--- config.mk ---
export PLATFORM = sky130hd
export DESIGN_NAME = lru_object_cache_tags_core_flat
export DESIGN_NICKNAME = d
export VERILOG_FILES = /design/src/rtl/lruc_pkg.sv /design/src/rtl/lruc_if.sv /design/src/rtl/lru_object_cache_tags_core.sv /design/src/rtl/lruc_cell.sv /design/src/flat_wrapper.sv
export SDC_FILE = /design/constraint.sdc
export NUM_CORES = 2
export LEC_CHECK = 0
export ABC_CLOCK_PERIOD_IN_PS = 11500
export BUFFER_PORTS_ARGS = -buffer_cell sky130_fd_sc_hd__buf_4
export CAP_MARGIN = 20
export CORE_MARGIN = 5
export CORE_UTILIZATION = 40
export CTS_BUF_LIST = sky130_fd_sc_hd__clkbuf_16
export CTS_CLUSTER_DIAMETER = 50
export DETAILED_ROUTE_END_ITERATION = 8
export SKIP_LAST_GASP = 1
export SYNTH_ARGS = -nofsm -noshare
export SYNTH_HDL_FRONTEND = slang
export SYNTH_SLANG_ARGS = --single-unit
--- constraint.sdc ---
create_clock -name clk -period 11.5 [get_ports clk]
set_input_delay 2.3 -clock clk [delete_from_list [all_inputs] [get_ports clk]]
set_output_delay 2.3 -clock clk [all_outputs]
set_load 0.01 [all_outputs]
--- src/rtl/lruc_pkg.sv ---
// lruc_pkg: shared constants, codes and cell control types for the lru object cache tags
// used by the interfaces, the slot cell and the top level
`default_nettype none

package lruc_pkg;

	localparam int NUM_SLOTS      = 32;
	localparam int SLOT_BITS      = $clog2(NUM_SLOTS);
	localparam int KEY_BITS       = 32;
	localparam int SIZE_BITS      = 14;
	localparam int OBJ_SIZE_BITS  = 16;
	localparam int CNT_BITS       = 32;
	localparam int MAX_SIZE_LIMIT = 8192;
	localparam int CFG_RESET      = 8192;

	typedef enum logic [2:0] {
		OP_ADD     = 3'd0,
		OP_REWRITE = 3'd1,
		OP_DELETE  = 3'd2,
		OP_SIZE    = 3'd3,
		OP_GET     = 3'd4
	} op_t;

	typedef enum logic [1:0] {
		ACT_NONE,
		ACT_MRU,
		ACT_LRU,
		ACT_FILL
	} act_t;

	// broadcast from the controller to every cell
	typedef struct packed {
		act_t                 act;
		logic [SLOT_BITS-1:0] target_rank;
		logic [KEY_BITS-1:0]  key;
		logic [SIZE_BITS-1:0] size;
	} cell_cmd_t;

	// what each cell reports back
	typedef struct packed {
		logic                 match;
		logic                 sel;
		logic [SLOT_BITS-1:0] rank;
		logic [SIZE_BITS-1:0] size;
	} cell_stat_t;

endpackage

`default_nettype wire

--- src/rtl/lruc_if.sv ---
// lruc_in_if / lruc_out_if: valid-ready channels for request and result words
// depends on lruc_pkg for field widths
`default_nettype none

interface lruc_in_if;
	logic                                 valid;
	logic                                 ready;
	logic [2:0]                           operation;
	logic [lruc_pkg::KEY_BITS-1:0]        object_key;
	logic [lruc_pkg::OBJ_SIZE_BITS-1:0]   obj_bytes;
	logic                                 store_ok;

	modport source (output valid, operation, object_key, obj_bytes, store_ok,
		input ready);
	modport sink (input valid, operation, object_key, obj_bytes, store_ok,
		output ready);
endinterface

interface lruc_out_if;
	logic                                 valid;
	logic                                 ready;
	logic                                 status;
	logic                                 hit;
	logic [lruc_pkg::SLOT_BITS-1:0]       slot_index;
	logic                                 slot_written;
	logic [lruc_pkg::SIZE_BITS-1:0]       cached_size;
	logic [lruc_pkg::CNT_BITS-1:0]        hit_count;
	logic [lruc_pkg::CNT_BITS-1:0]        miss_count;

	modport source (output valid, status, hit, slot_index, slot_written, cached_size,
		hit_count, miss_count, input ready);
	modport sink (input valid, status, hit, slot_index, slot_written, cached_size,
		hit_count, miss_count, output ready);
endinterface

`default_nettype wire

--- src/rtl/lru_object_cache_tags_core.sv ---
// lru_object_cache_tags_core: top level, request control, counters and config register
// depends on lruc_pkg, lruc_if and lruc_cell
//
// usage:
//   in_ch carries one request word (operation, object_key, obj_bytes, store_ok);
//   out_ch returns exactly one result word per request, in order.
//   in the accept cycle every slot cell compares its key against the request and the
//   least recently used match is captured; in ST_UPD, once out_ch can take a word, the
//   controller broadcasts one update to the row of cells and loads the result register.
//   a new request is taken only in ST_IDLE, so the compare and the rank update over the
//   cell row for one request are both done before the next request is accepted.
//   a new request may be taken while a finished result still waits in out_ch.
//   if the receiver stalls with a result held, the update of the next request waits
//   until the held word is taken.
//   reset clears valid bits, sizes and counters, sets slot i to rank i and sets
//   the size limit register to 8192. config is an apb register at byte address 0, writes
//   should only be issued while the block is idle.
`default_nettype none

module lru_object_cache_tags_core (
	input  wire logic                          clk,
	input  wire logic                          arst_n,
	lruc_in_if.sink                            in_ch,
	lruc_out_if.source                         out_ch,
	input  wire logic                          psel,
	input  wire logic                          penable,
	input  wire logic                          pwrite,
	input  wire logic [2:0]                    paddr,
	input  wire logic [31:0]                   pwdata,
	output logic [31:0]                        prdata,
	output logic                               pready
);
	import lruc_pkg::*;

	typedef enum logic {
		ST_IDLE,
		ST_UPD
	} state_t;

	state_t state_q;

	// config
	logic [SIZE_BITS-1:0] max_size_q;
	logic                 cfg_sel;

	assign pready  = 1'b1;
	assign cfg_sel = (paddr == 3'd0);
	assign prdata  = cfg_sel ? {{(32-SIZE_BITS){1'b0}}, max_size_q} : 32'd0;

	always_ff @(posedge clk or negedge arst_n) begin
		if (!arst_n) begin
			max_size_q <= SIZE_BITS'(CFG_RESET);
		end else if (psel && penable && pwrite && pready && cfg_sel) begin
			max_size_q <= pwdata[SIZE_BITS-1:0];
		end
	end

	// request registers
	logic [2:0]               op_q;
	logic [KEY_BITS-1:0]      key_q;
	logic [OBJ_SIZE_BITS-1:0] size_q;
	logic                     ok_q;
	logic                     hit_s1;
	logic [SLOT_BITS-1:0]     hit_rank_s1;

	// cell row
	cell_cmd_t  cmd;
	cell_stat_t stat [NUM_SLOTS];

	for (genvar i = 0; i < NUM_SLOTS; i++) begin : g_cell
		lruc_cell u_cell (
			.clk        (clk),
			.arst_n     (arst_n),
			.cell_id    (SLOT_BITS'(i)),
			.lookup_key (in_ch.object_key),
			.cmd        (cmd),
			.stat       (stat[i])
		);
	end

	// matches indexed by rank, lowest set rank is the lru match
	logic [NUM_SLOTS-1:0] match_by_rank;
	logic                 any_match;
	logic [SLOT_BITS-1:0] low_rank;

	always_comb begin
		match_by_rank = '0;
		for (int i = 0; i < NUM_SLOTS; i++) begin
			if (stat[i].match) begin
				match_by_rank[stat[i].rank] = 1'b1;
			end
		end
		any_match = |match_by_rank;
		low_rank  = '0;
		for (int r = NUM_SLOTS - 1; r >= 0; r--) begin
			if (match_by_rank[r]) begin
				low_rank = SLOT_BITS'(r);
			end
		end
	end

	// selected slot readout, one-hot since ranks are a permutation
	logic [SLOT_BITS-1:0] sel_index;
	logic [SIZE_BITS-1:0] sel_size;

	always_comb begin
		sel_index = '0;
		sel_size  = '0;
		for (int i = 0; i < NUM_SLOTS; i++) begin
			if (stat[i].sel) begin
				sel_index = sel_index | SLOT_BITS'(i);
				sel_size  = sel_size | stat[i].size;
			end
		end
	end

	// decision for the held request
	logic [SIZE_BITS-1:0]  limit;
	logic                  fits;
	logic                  upd_go;
	act_t                  act;
	logic [SLOT_BITS-1:0]  target_rank;
	logic                  r_status;
	logic                  r_hit;
	logic                  r_written;
	logic                  r_has_slot;
	logic                  r_csize;
	logic                  inc_hit;
	logic                  inc_miss;

	assign limit  = (max_size_q < SIZE_BITS'(MAX_SIZE_LIMIT)) ? max_size_q
		: SIZE_BITS'(MAX_SIZE_LIMIT);
	assign fits   = (size_q <= {{(OBJ_SIZE_BITS-SIZE_BITS){1'b0}}, limit});
	assign upd_go = (state_q == ST_UPD) && (!out_ch.valid || out_ch.ready);

	always_comb begin
		act         = ACT_NONE;
		target_rank = '0;
		r_status    = 1'b0;
		r_hit       = 1'b0;
		r_written   = 1'b0;
		r_has_slot  = 1'b0;
		r_csize     = 1'b0;
		inc_hit     = 1'b0;
		inc_miss    = 1'b0;
		case (op_q)
			OP_ADD: begin
				if (!ok_q) begin
					r_status = 1'b1;
				end else if (fits) begin
					act        = ACT_FILL;
					inc_miss   = 1'b1;
					r_written  = 1'b1;
					r_has_slot = 1'b1;
				end
			end
			OP_REWRITE: begin
				if (!ok_q) begin
					r_status = 1'b1;
				end else if (fits) begin
					act        = ACT_FILL;
					r_written  = 1'b1;
					r_has_slot = 1'b1;
					if (hit_s1) begin
						target_rank = hit_rank_s1;
						inc_hit     = 1'b1;
						r_hit       = 1'b1;
					end else begin
						inc_miss = 1'b1;
					end
				end
			end
			OP_DELETE: begin
				if (!ok_q) begin
					r_status = 1'b1;
				end else if (hit_s1) begin
					act         = ACT_LRU;
					target_rank = hit_rank_s1;
					inc_hit     = 1'b1;
					r_hit       = 1'b1;
					r_has_slot  = 1'b1;
				end else begin
					inc_miss = 1'b1;
				end
			end
			OP_SIZE, OP_GET: begin
				if (hit_s1) begin
					act         = ACT_MRU;
					target_rank = hit_rank_s1;
					inc_hit     = 1'b1;
					r_hit       = 1'b1;
					r_has_slot  = 1'b1;
					r_csize     = 1'b1;
				end else begin
					inc_miss = 1'b1;
					if (!ok_q) begin
						r_status = 1'b1;
					end else if (op_q == OP_GET && fits) begin
						act        = ACT_FILL;
						r_written  = 1'b1;
						r_has_slot = 1'b1;
					end
				end
			end
			default: begin
			end
		endcase
	end

	assign cmd.act         = upd_go ? act : ACT_NONE;
	assign cmd.target_rank = target_rank;
	assign cmd.key         = key_q;
	assign cmd.size        = size_q[SIZE_BITS-1:0];

	// counters and result word
	logic [CNT_BITS-1:0] hits_q;
	logic [CNT_BITS-1:0] misses_q;
	logic [CNT_BITS-1:0] hits_next;
	logic [CNT_BITS-1:0] misses_next;

	assign hits_next   = hits_q + CNT_BITS'(inc_hit);
	assign misses_next = misses_q + CNT_BITS'(inc_miss);

	logic                 out_valid_q;
	logic                 status_q;
	logic                 hit_q;
	logic [SLOT_BITS-1:0] slot_q;
	logic                 written_q;
	logic [SIZE_BITS-1:0] csize_q;
	logic [CNT_BITS-1:0]  hit_cnt_q;
	logic [CNT_BITS-1:0]  miss_cnt_q;

	assign in_ch.ready = (state_q == ST_IDLE);

	assign out_ch.valid        = out_valid_q;
	assign out_ch.status       = status_q;
	assign out_ch.hit          = hit_q;
	assign out_ch.slot_index   = slot_q;
	assign out_ch.slot_written = written_q;
	assign out_ch.cached_size  = csize_q;
	assign out_ch.hit_count    = hit_cnt_q;
	assign out_ch.miss_count   = miss_cnt_q;

	always_ff @(posedge clk or negedge arst_n) begin
		if (!arst_n) begin
			state_q     <= ST_IDLE;
			out_valid_q <= 1'b0;
			hits_q      <= '0;
			misses_q    <= '0;
		end else begin
			case (state_q)
				ST_IDLE: begin
					if (out_ch.ready) begin
						out_valid_q <= 1'b0;
					end
					if (in_ch.valid) begin
						state_q <= ST_UPD;
					end
				end
				ST_UPD: begin
					if (upd_go) begin
						state_q     <= ST_IDLE;
						out_valid_q <= 1'b1;
						hits_q      <= hits_next;
						misses_q    <= misses_next;
					end
				end
				default: begin
					state_q <= ST_IDLE;
				end
			endcase
		end
	end

	// payload registers
	always_ff @(posedge clk) begin
		if (in_ch.valid && in_ch.ready) begin
			op_q        <= in_ch.operation;
			key_q       <= in_ch.object_key;
			size_q      <= in_ch.obj_bytes;
			ok_q        <= in_ch.store_ok;
			hit_s1      <= any_match;
			hit_rank_s1 <= low_rank;
		end
		if (upd_go) begin
			status_q   <= r_status;
			hit_q      <= r_hit;
			slot_q     <= r_has_slot ? sel_index : '0;
			written_q  <= r_written;
			csize_q    <= r_csize ? sel_size : '0;
			hit_cnt_q  <= hits_next;
			miss_cnt_q <= misses_next;
		end
	end

endmodule

`default_nettype wire

--- src/rtl/lruc_cell.sv ---
// lruc_cell: one cache slot holding key, valid, size and its recency rank
// depends on lruc_pkg for the command and status structs
`default_nettype none

module lruc_cell (
	input  wire logic                           clk,
	input  wire logic                           arst_n,
	input  wire logic [lruc_pkg::SLOT_BITS-1:0] cell_id,
	input  wire logic [lruc_pkg::KEY_BITS-1:0]  lookup_key,
	input  wire lruc_pkg::cell_cmd_t            cmd,
	output lruc_pkg::cell_stat_t                stat
);
	import lruc_pkg::*;

	logic [KEY_BITS-1:0]  key_q;
	logic [SIZE_BITS-1:0] size_q;
	logic                 valid_q;
	logic [SLOT_BITS-1:0] rank_q;
	logic                 sel;

	assign sel = (rank_q == cmd.target_rank);

	assign stat.match = valid_q && (key_q == lookup_key);
	assign stat.sel   = sel;
	assign stat.rank  = rank_q;
	assign stat.size  = size_q;

	always_ff @(posedge clk or negedge arst_n) begin
		if (!arst_n) begin
			valid_q <= 1'b0;
			size_q  <= '0;
			rank_q  <= cell_id;
		end else begin
			case (cmd.act)
				ACT_MRU, ACT_FILL: begin
					if (sel) begin
						rank_q <= SLOT_BITS'(NUM_SLOTS - 1);
					end else if (rank_q > cmd.target_rank) begin
						rank_q <= rank_q - 1'b1;
					end
					if (sel && cmd.act == ACT_FILL) begin
						size_q  <= cmd.size;
						valid_q <= 1'b1;
					end
				end
				ACT_LRU: begin
					if (sel) begin
						rank_q  <= '0;
						valid_q <= 1'b0;
					end else if (rank_q < cmd.target_rank) begin
						rank_q <= rank_q + 1'b1;
					end
				end
				default: begin
				end
			endcase
		end
	end

	// keys are only compared while valid, no reset needed
	always_ff @(posedge clk) begin
		if (cmd.act == ACT_FILL && sel) begin
			key_q <= cmd.key;
		end
	end

endmodule

`default_nettype wire

--- src/flat_wrapper.sv ---
// flat-port wrapper written by rule: the top's interface ports become plain ports
module lru_object_cache_tags_core_flat import lruc_pkg::*;
  (clk, arst_n, psel, penable, pwrite, paddr, pwdata, prdata, pready, in_ch_valid, in_ch_operation, in_ch_object_key, in_ch_obj_bytes, in_ch_store_ok, in_ch_ready, out_ch_valid, out_ch_status, out_ch_hit, out_ch_slot_index, out_ch_slot_written, out_ch_cached_size, out_ch_hit_count, out_ch_miss_count, out_ch_ready);
  lruc_in_if in_ch_i ();
  lruc_out_if out_ch_i ();
  input  wire logic clk;
  input  wire logic arst_n;
  input  wire logic psel;
  input  wire logic penable;
  input  wire logic pwrite;
  input  wire logic [2:0] paddr;
  input  wire logic [31:0] pwdata;
  output logic [31:0] prdata;
  output logic pready;
  input wire logic [$bits(in_ch_i.valid)-1:0] in_ch_valid;
  input wire logic [$bits(in_ch_i.operation)-1:0] in_ch_operation;
  input wire logic [$bits(in_ch_i.object_key)-1:0] in_ch_object_key;
  input wire logic [$bits(in_ch_i.obj_bytes)-1:0] in_ch_obj_bytes;
  input wire logic [$bits(in_ch_i.store_ok)-1:0] in_ch_store_ok;
  output wire logic [$bits(in_ch_i.ready)-1:0] in_ch_ready;
  output wire logic [$bits(out_ch_i.valid)-1:0] out_ch_valid;
  output wire logic [$bits(out_ch_i.status)-1:0] out_ch_status;
  output wire logic [$bits(out_ch_i.hit)-1:0] out_ch_hit;
  output wire logic [$bits(out_ch_i.slot_index)-1:0] out_ch_slot_index;
  output wire logic [$bits(out_ch_i.slot_written)-1:0] out_ch_slot_written;
  output wire logic [$bits(out_ch_i.cached_size)-1:0] out_ch_cached_size;
  output wire logic [$bits(out_ch_i.hit_count)-1:0] out_ch_hit_count;
  output wire logic [$bits(out_ch_i.miss_count)-1:0] out_ch_miss_count;
  input wire logic [$bits(out_ch_i.ready)-1:0] out_ch_ready;
  assign in_ch_i.valid = in_ch_valid;
  assign in_ch_i.operation = in_ch_operation;
  assign in_ch_i.object_key = in_ch_object_key;
  assign in_ch_i.obj_bytes = in_ch_obj_bytes;
  assign in_ch_i.store_ok = in_ch_store_ok;
  assign in_ch_ready = in_ch_i.ready;
  assign out_ch_valid = out_ch_i.valid;
  assign out_ch_status = out_ch_i.status;
  assign out_ch_hit = out_ch_i.hit;
  assign out_ch_slot_index = out_ch_i.slot_index;
  assign out_ch_slot_written = out_ch_i.slot_written;
  assign out_ch_cached_size = out_ch_i.cached_size;
  assign out_ch_hit_count = out_ch_i.hit_count;
  assign out_ch_miss_count = out_ch_i.miss_count;
  assign out_ch_i.ready = out_ch_ready;
  lru_object_cache_tags_core u_core (.clk(clk), .arst_n(arst_n), .in_ch(in_ch_i), .out_ch(out_ch_i), .psel(psel), .penable(penable), .pwrite(pwrite), .paddr(paddr), .pwdata(pwdata), .prdata(prdata), .pready(pready));
endmodule
==> flow_metrics.env <==
export IMPL_outcome="finished with violations"
export IMPL_violations="antenna violations"
export IMPL_syn_cell_area_um2=99100
export IMPL_routedWlPerCell_um=38.1
export IMPL_synthFlopType="edfxtp_1"
export IMPL_cp_startpoint="u_core.size_q[1]"
export IMPL_gp_congestion=1.09
export IMPL_critPathLaunchType="flop"
export IMPL_cp_num_buf_inv=2
export IMPL_h_tree_depth=4
export IMPL_endpoint="u_core.g_cell[6].u_cell.size_q[1]"
export IMPL_syn_inst=8284
export IMPL_power_switching_w=0.00923
export IMPL_fp_dieArea_um2=258000
export IMPL_clk_latency_ns=0.90
export IMPL_first_global_vias=73322
export IMPL_ys_types=109
export IMPL_max_stage_delay_ns=1.08
export IMPL_clock_sinks=1888
export IMPL_antenna_found_initial=30
export IMPL_post_place_ws_ns=2.87
export IMPL_post_route_period_util_pct=76.5
export IMPL_cts_resized=0
export IMPL_dr_total_vias=77058
export IMPL_worst_slack_ns=2.71
export IMPL_hp_start="u_core.hits_q[22]"
export IMPL_grt_ovfl_total=0
export IMPL_postCtsSetupRepairBufs=0
export IMPL_grt_max_degree=175
export IMPL_start_util_pct=40.2
export IMPL_power_frac_comb_pct=30.5
export IMPL_fmax_mhz=114
export IMPL_crit_slowest_cell="edfxtp_1"
export IMPL_worst_path_max_fanout=33
export IMPL_drv_slew=0
export IMPL_num_io_pins=215
export IMPL_post_dp_hpwl_um=301000
export IMPL_hold_buffers=0
export IMPL_seq_area_frac_synth_pct=53.7
export IMPL_drive_gt1_share_pct=17.5
export IMPL_finalClockSkew_ns=0.142
export IMPL_reg2reg_depth=22
export IMPL_grt_pass1_wl_um=614000
export IMPL_clock_power_share_pct=30.3
export IMPL_timing_max_cap_violations=0
export IMPL_cp_common_cell="o21a_1"
export IMPL_numCtsBuffers=219
export IMPL_drt_first_pass_iters=8
export IMPL_yosysTopAreaCellShare_pct=35.4
export IMPL_p_sw_share_pct=39.8
export IMPL_cts_tree="done"
export IMPL_path_depth=22
export IMPL_vias_per_cell=6.46
export IMPL_port_buffers=177
export IMPL_avgSynthCellArea_um2=12.0
export IMPL_crit_reg2reg_capture="u_core.g_cell[6].u_cell.size_q[1]"
export IMPL_synth_mux_area_share_pct=5.61
export IMPL_die_x_um=508
export IMPL_ff2ff_setup_slack_ns=2.71
export IMPL_p_int_w=0.0140
export IMPL_routed_wirelength_um=455000
export IMPL_grt_usage_pct=34.2
export IMPL_fp_row_count=182
export IMPL_finalHoldViolations=0
export IMPL_synth_top_family_by_area="simple AND/OR/NAND/NOR gates"
export IMPL_yosys_area_top_type="edfxtp_1"
export IMPL_coreArea_um2=246000
export IMPL_async_flop_share_pct=38.1
export IMPL_yosysWarnings=0
export IMPL_required_ns=12.23
export IMPL_setup_tns_ns=0
export IMPL_synthAdderAreaFrac_pct=3.86
export IMPL_p_per_area_nw_per_um2=208
export IMPL_timing_slew_headroom_pct=4.97
export IMPL_root_buffer="clkbuf_16"
export IMPL_initialDrtViolationCount=10195
export IMPL_setup_violations=0
export IMPL_cts_buffer_depth=3
export IMPL_cp_arrival_ns=9.52
export IMPL_remaining_drc_errors=0
export IMPL_synth_compound_area_share_pct=11.0
export IMPL_clk_pin_slew_ns=0.06
export IMPL_nets=8813
export IMPL_rsz0062_at_grt="false"
export IMPL_synth_edf_count=1168
export IMPL_dieHeight_um=508
export IMPL_synth_xor_area_share_pct=9.48
export IMPL_ys_ff_latch=1888
export IMPL_drtAntennaViolNets=1
export IMPL_cpLargestDelayFamily="simple AND/OR/NAND/NOR gates"
export IMPL_path_cells="ha_1 > nor2b_1 > o21a_1 > o21a_1 > o21a_1 > o21a_1 > o21ai_1 > nand2b_1 > a41oi_2 > nand2_1 > nand2_1 > a21boi_0 > o21ai_0 > and2_1 > nand2_2 > buf_4 > ha_1 > and3_1 > nand3_1 > nor2_4 > buf_4 > mux2_2"
export IMPL_seq_power_share_pct=39.1
export IMPL_irDropWorstVdd_mv=0.178
export IMPL_p_leak_nw=43.3
export IMPL_reg2reg_from="u_core.size_q[1]"
export IMPL_synth_area_leaders="edfxtp_1 (35%), dfrtp_1 (16%), xor2_1 (5.9%)"
export IMPL_fin_crit_ns=8.79
export IMPL_worst_slew_pin_slew_ns=1.41
export IMPL_syn2layout_area_growth_pct=12.6
export IMPL_critPathCaptureType="flop"
export IMPL_crit_type="flop to flop"
export IMPL_hp_class="flop to flop"
export IMPL_synth_simple_area_share_pct=12.4
[how the worst min path moves through the flow]
| stage | endpoint | slack [ns] | depth (start not counted) |
|---|---|---|---|
| 2_1_floorplan | u_core.hits_q[22] | 0.44 | 1 |
| 3_3_place_gp | u_core.g_cell[7].u_cell.key_q[27] | 0.44 | 0 |
| 3_5_place_dp | u_core.g_cell[22].u_cell.key_q[3] | 0.45 | 0 |
| 4_1_cts | u_core.g_cell[7].u_cell.key_q[27] | 0.48 | 0 |
| 5_1_grt | u_core.g_cell[7].u_cell.key_q[27] | 0.49 | 0 |
| 6_report | u_core.hits_q[22] | 0.48 | 1 |
[cell type report]
| type | instances | area (um2) |
|---|---|---|
| Sequential cell | 1888 | 53200 |
| Clock inverter | 193 | 1900 |
| Antenna cell | 19 | 47.5 |
| Inverter | 186 | 704 |
| Clock buffer | 219 | 5480 |
| Fill cell | 22589 | 135000 |
| Timing Repair Buffer | 462 | 3660 |
| Tap cell | 3312 | 4140 |
| Multi-Input combinational cell | 5656 | 42400 |
[sequential cells by signal (all words and copies together), names as in the netlist]
| name | cells |
|---|---|
| u_core.ok_q | 1 |
| u_core.hit_s1 | 1 |
| u_core.out_ch.slot_written | 1 |
| u_core.out_ch.hit | 1 |
| u_core.misses_q | 32 |
| u_core.out_ch.status | 1 |
| u_core.out_ch.slot_index | 5 |
| u_core.out_ch.hit_count | 32 |
| u_core.out_ch.valid | 1 |
| u_core.state_q | 1 |
| u_core.g_cell.u_cell.key_q | 1024 |
| u_core.out_ch.miss_count | 32 |
| u_core.g_cell.u_cell.valid_q | 32 |
| u_core.max_size_q | 14 |
| u_core.g_cell.u_cell.rank_q | 160 |
| u_core.hits_q | 32 |
| u_core.key_q | 32 |
| u_core.hit_rank_s1 | 5 |
| u_core.size_q | 16 |
| u_core.g_cell.u_cell.size_q | 448 |
| u_core.out_ch.cached_size | 14 |
| u_core.op_q | 3 |
[cell families after synthesis]
family / after synthesis
XOR/XNOR: 1072
flip-flops: 1888
multiplexers: 494
buffers and inverters: 757
adder cells (fa/ha/maj): 306
other: 2
AO/OA/AOI/OAI: 1486
AND/OR/NAND/NOR: 2279
[power by group through the flow]
stage / clock [W] / sequential [W] / combinational, W
final: 0.00704 / 0.00908 / 0.00709
after floorplan: 0 / 0.00863 / 0.00367
after CTS: 0.00711 / 0.00903 / 0.00678
after detailed placement: 0 / 0.00916 / 0.00675
after global placement: 0 / 0.00913 / 0.00664
after global routing: 0.00741 / 0.00913 / 0.00730
[worst reg2reg max path, delay by kind of cell (launching register included)]
| family | cells | cell delay (ns) |
|---|---|---|
| AOI/OAI and AO/OA | 8 | 2.24 |
| buffers and inverters | 2 | 0.97 |
| adders and majority gates | 2 | 0.95 |
| DFF | 1 | 1.08 |
| and+or+nand+nor | 9 | 2.99 |
| muxes | 1 | 0.45 |
[placed cells by master, fill, tap and decap left out, types with 78 or more instances in the layout]
| cell type | Yosys | routed |
|---|---|---|
| nor2_1 | 322 | 313 |
| and2_1 | 100 | 100 |
| dfrtp_1 | 639 | 639 |
| o21ai_0 | 209 | 209 |
| a22oi_1 | 202 | 202 |
| xor2_1 | 668 | 668 |
| ha_1 | 306 | 306 |
| dfstp_2 | 81 | 81 |
| nor3_1 | 114 | 111 |
| a21oi_1 | 209 | 208 |
| edfxtp_1 | 1168 | 1168 |
| nor4_1 | 195 | 188 |
| inv_1 | 176 | 213 |
| clkbuf_16 | 0 | 219 |
| xnor2_1 | 403 | 403 |
| mux2_2 | 493 | 493 |
| buf_4 | 47 | 444 |
| nand3_1 | 254 | 253 |
| nor2b_1 | 120 | 118 |
| nand2_1 | 500 | 496 |
| and3_1 | 160 | 156 |
| nand2b_1 | 79 | 78 |
| a22o_1 | 147 | 147 |
| nand4_1 | 226 | 226 |
| a221oi_1 | 147 | 147 |
[routing by layer]
metal / vias to the layer above / share of wire [%] / global-route usage [%]
li1: 31329 / - / -
met1: 39770 / 39 / 45.3
met2: 4815 / 43 / 51.2
met3: 1138 / 10 / 7.91
met4: 6 / 7.1 / 20.1
met5: - / 0.0084 / 0
[synthesized netlist by cell type (195+ instances only)]
cell type and number:
xor2_1 668, clkbuf_1 320, nand3_1 254, nand2_1 500, a22oi_1 202, ha_1 306, edfxtp_1 1168, nand4_1 226
nor2_1 322, a21oi_1 209, nor4_1 195, mux2_2 493, dfrtp_1 639, o21ai_0 209, xnor2_1 403
[through the flow]
| step | instance area, um2 | hold WS [ns] | util, % | std cells | power, W |
|---|---|---|---|---|---|
| 2_1_floorplan | 99200 | 0.445 | - | 8301 | 0.0123 |
| 6_report | 112000 | 0.483 | 45.3 | 11935 | 0.0232 |
| 5_1_grt | 112000 | 0.486 | 45.3 | 11919 | 0.0238 |
| 3_5_place_dp | 104000 | 0.449 | 42.2 | 11498 | 0.0159 |
| 3_3_place_gp | 104000 | 0.438 | 42.2 | 11493 | 0.0158 |
| 4_1_cts | 111000 | 0.476 | 45.2 | 11910 | 0.0229 |
(Power assumes the default switching activity.)
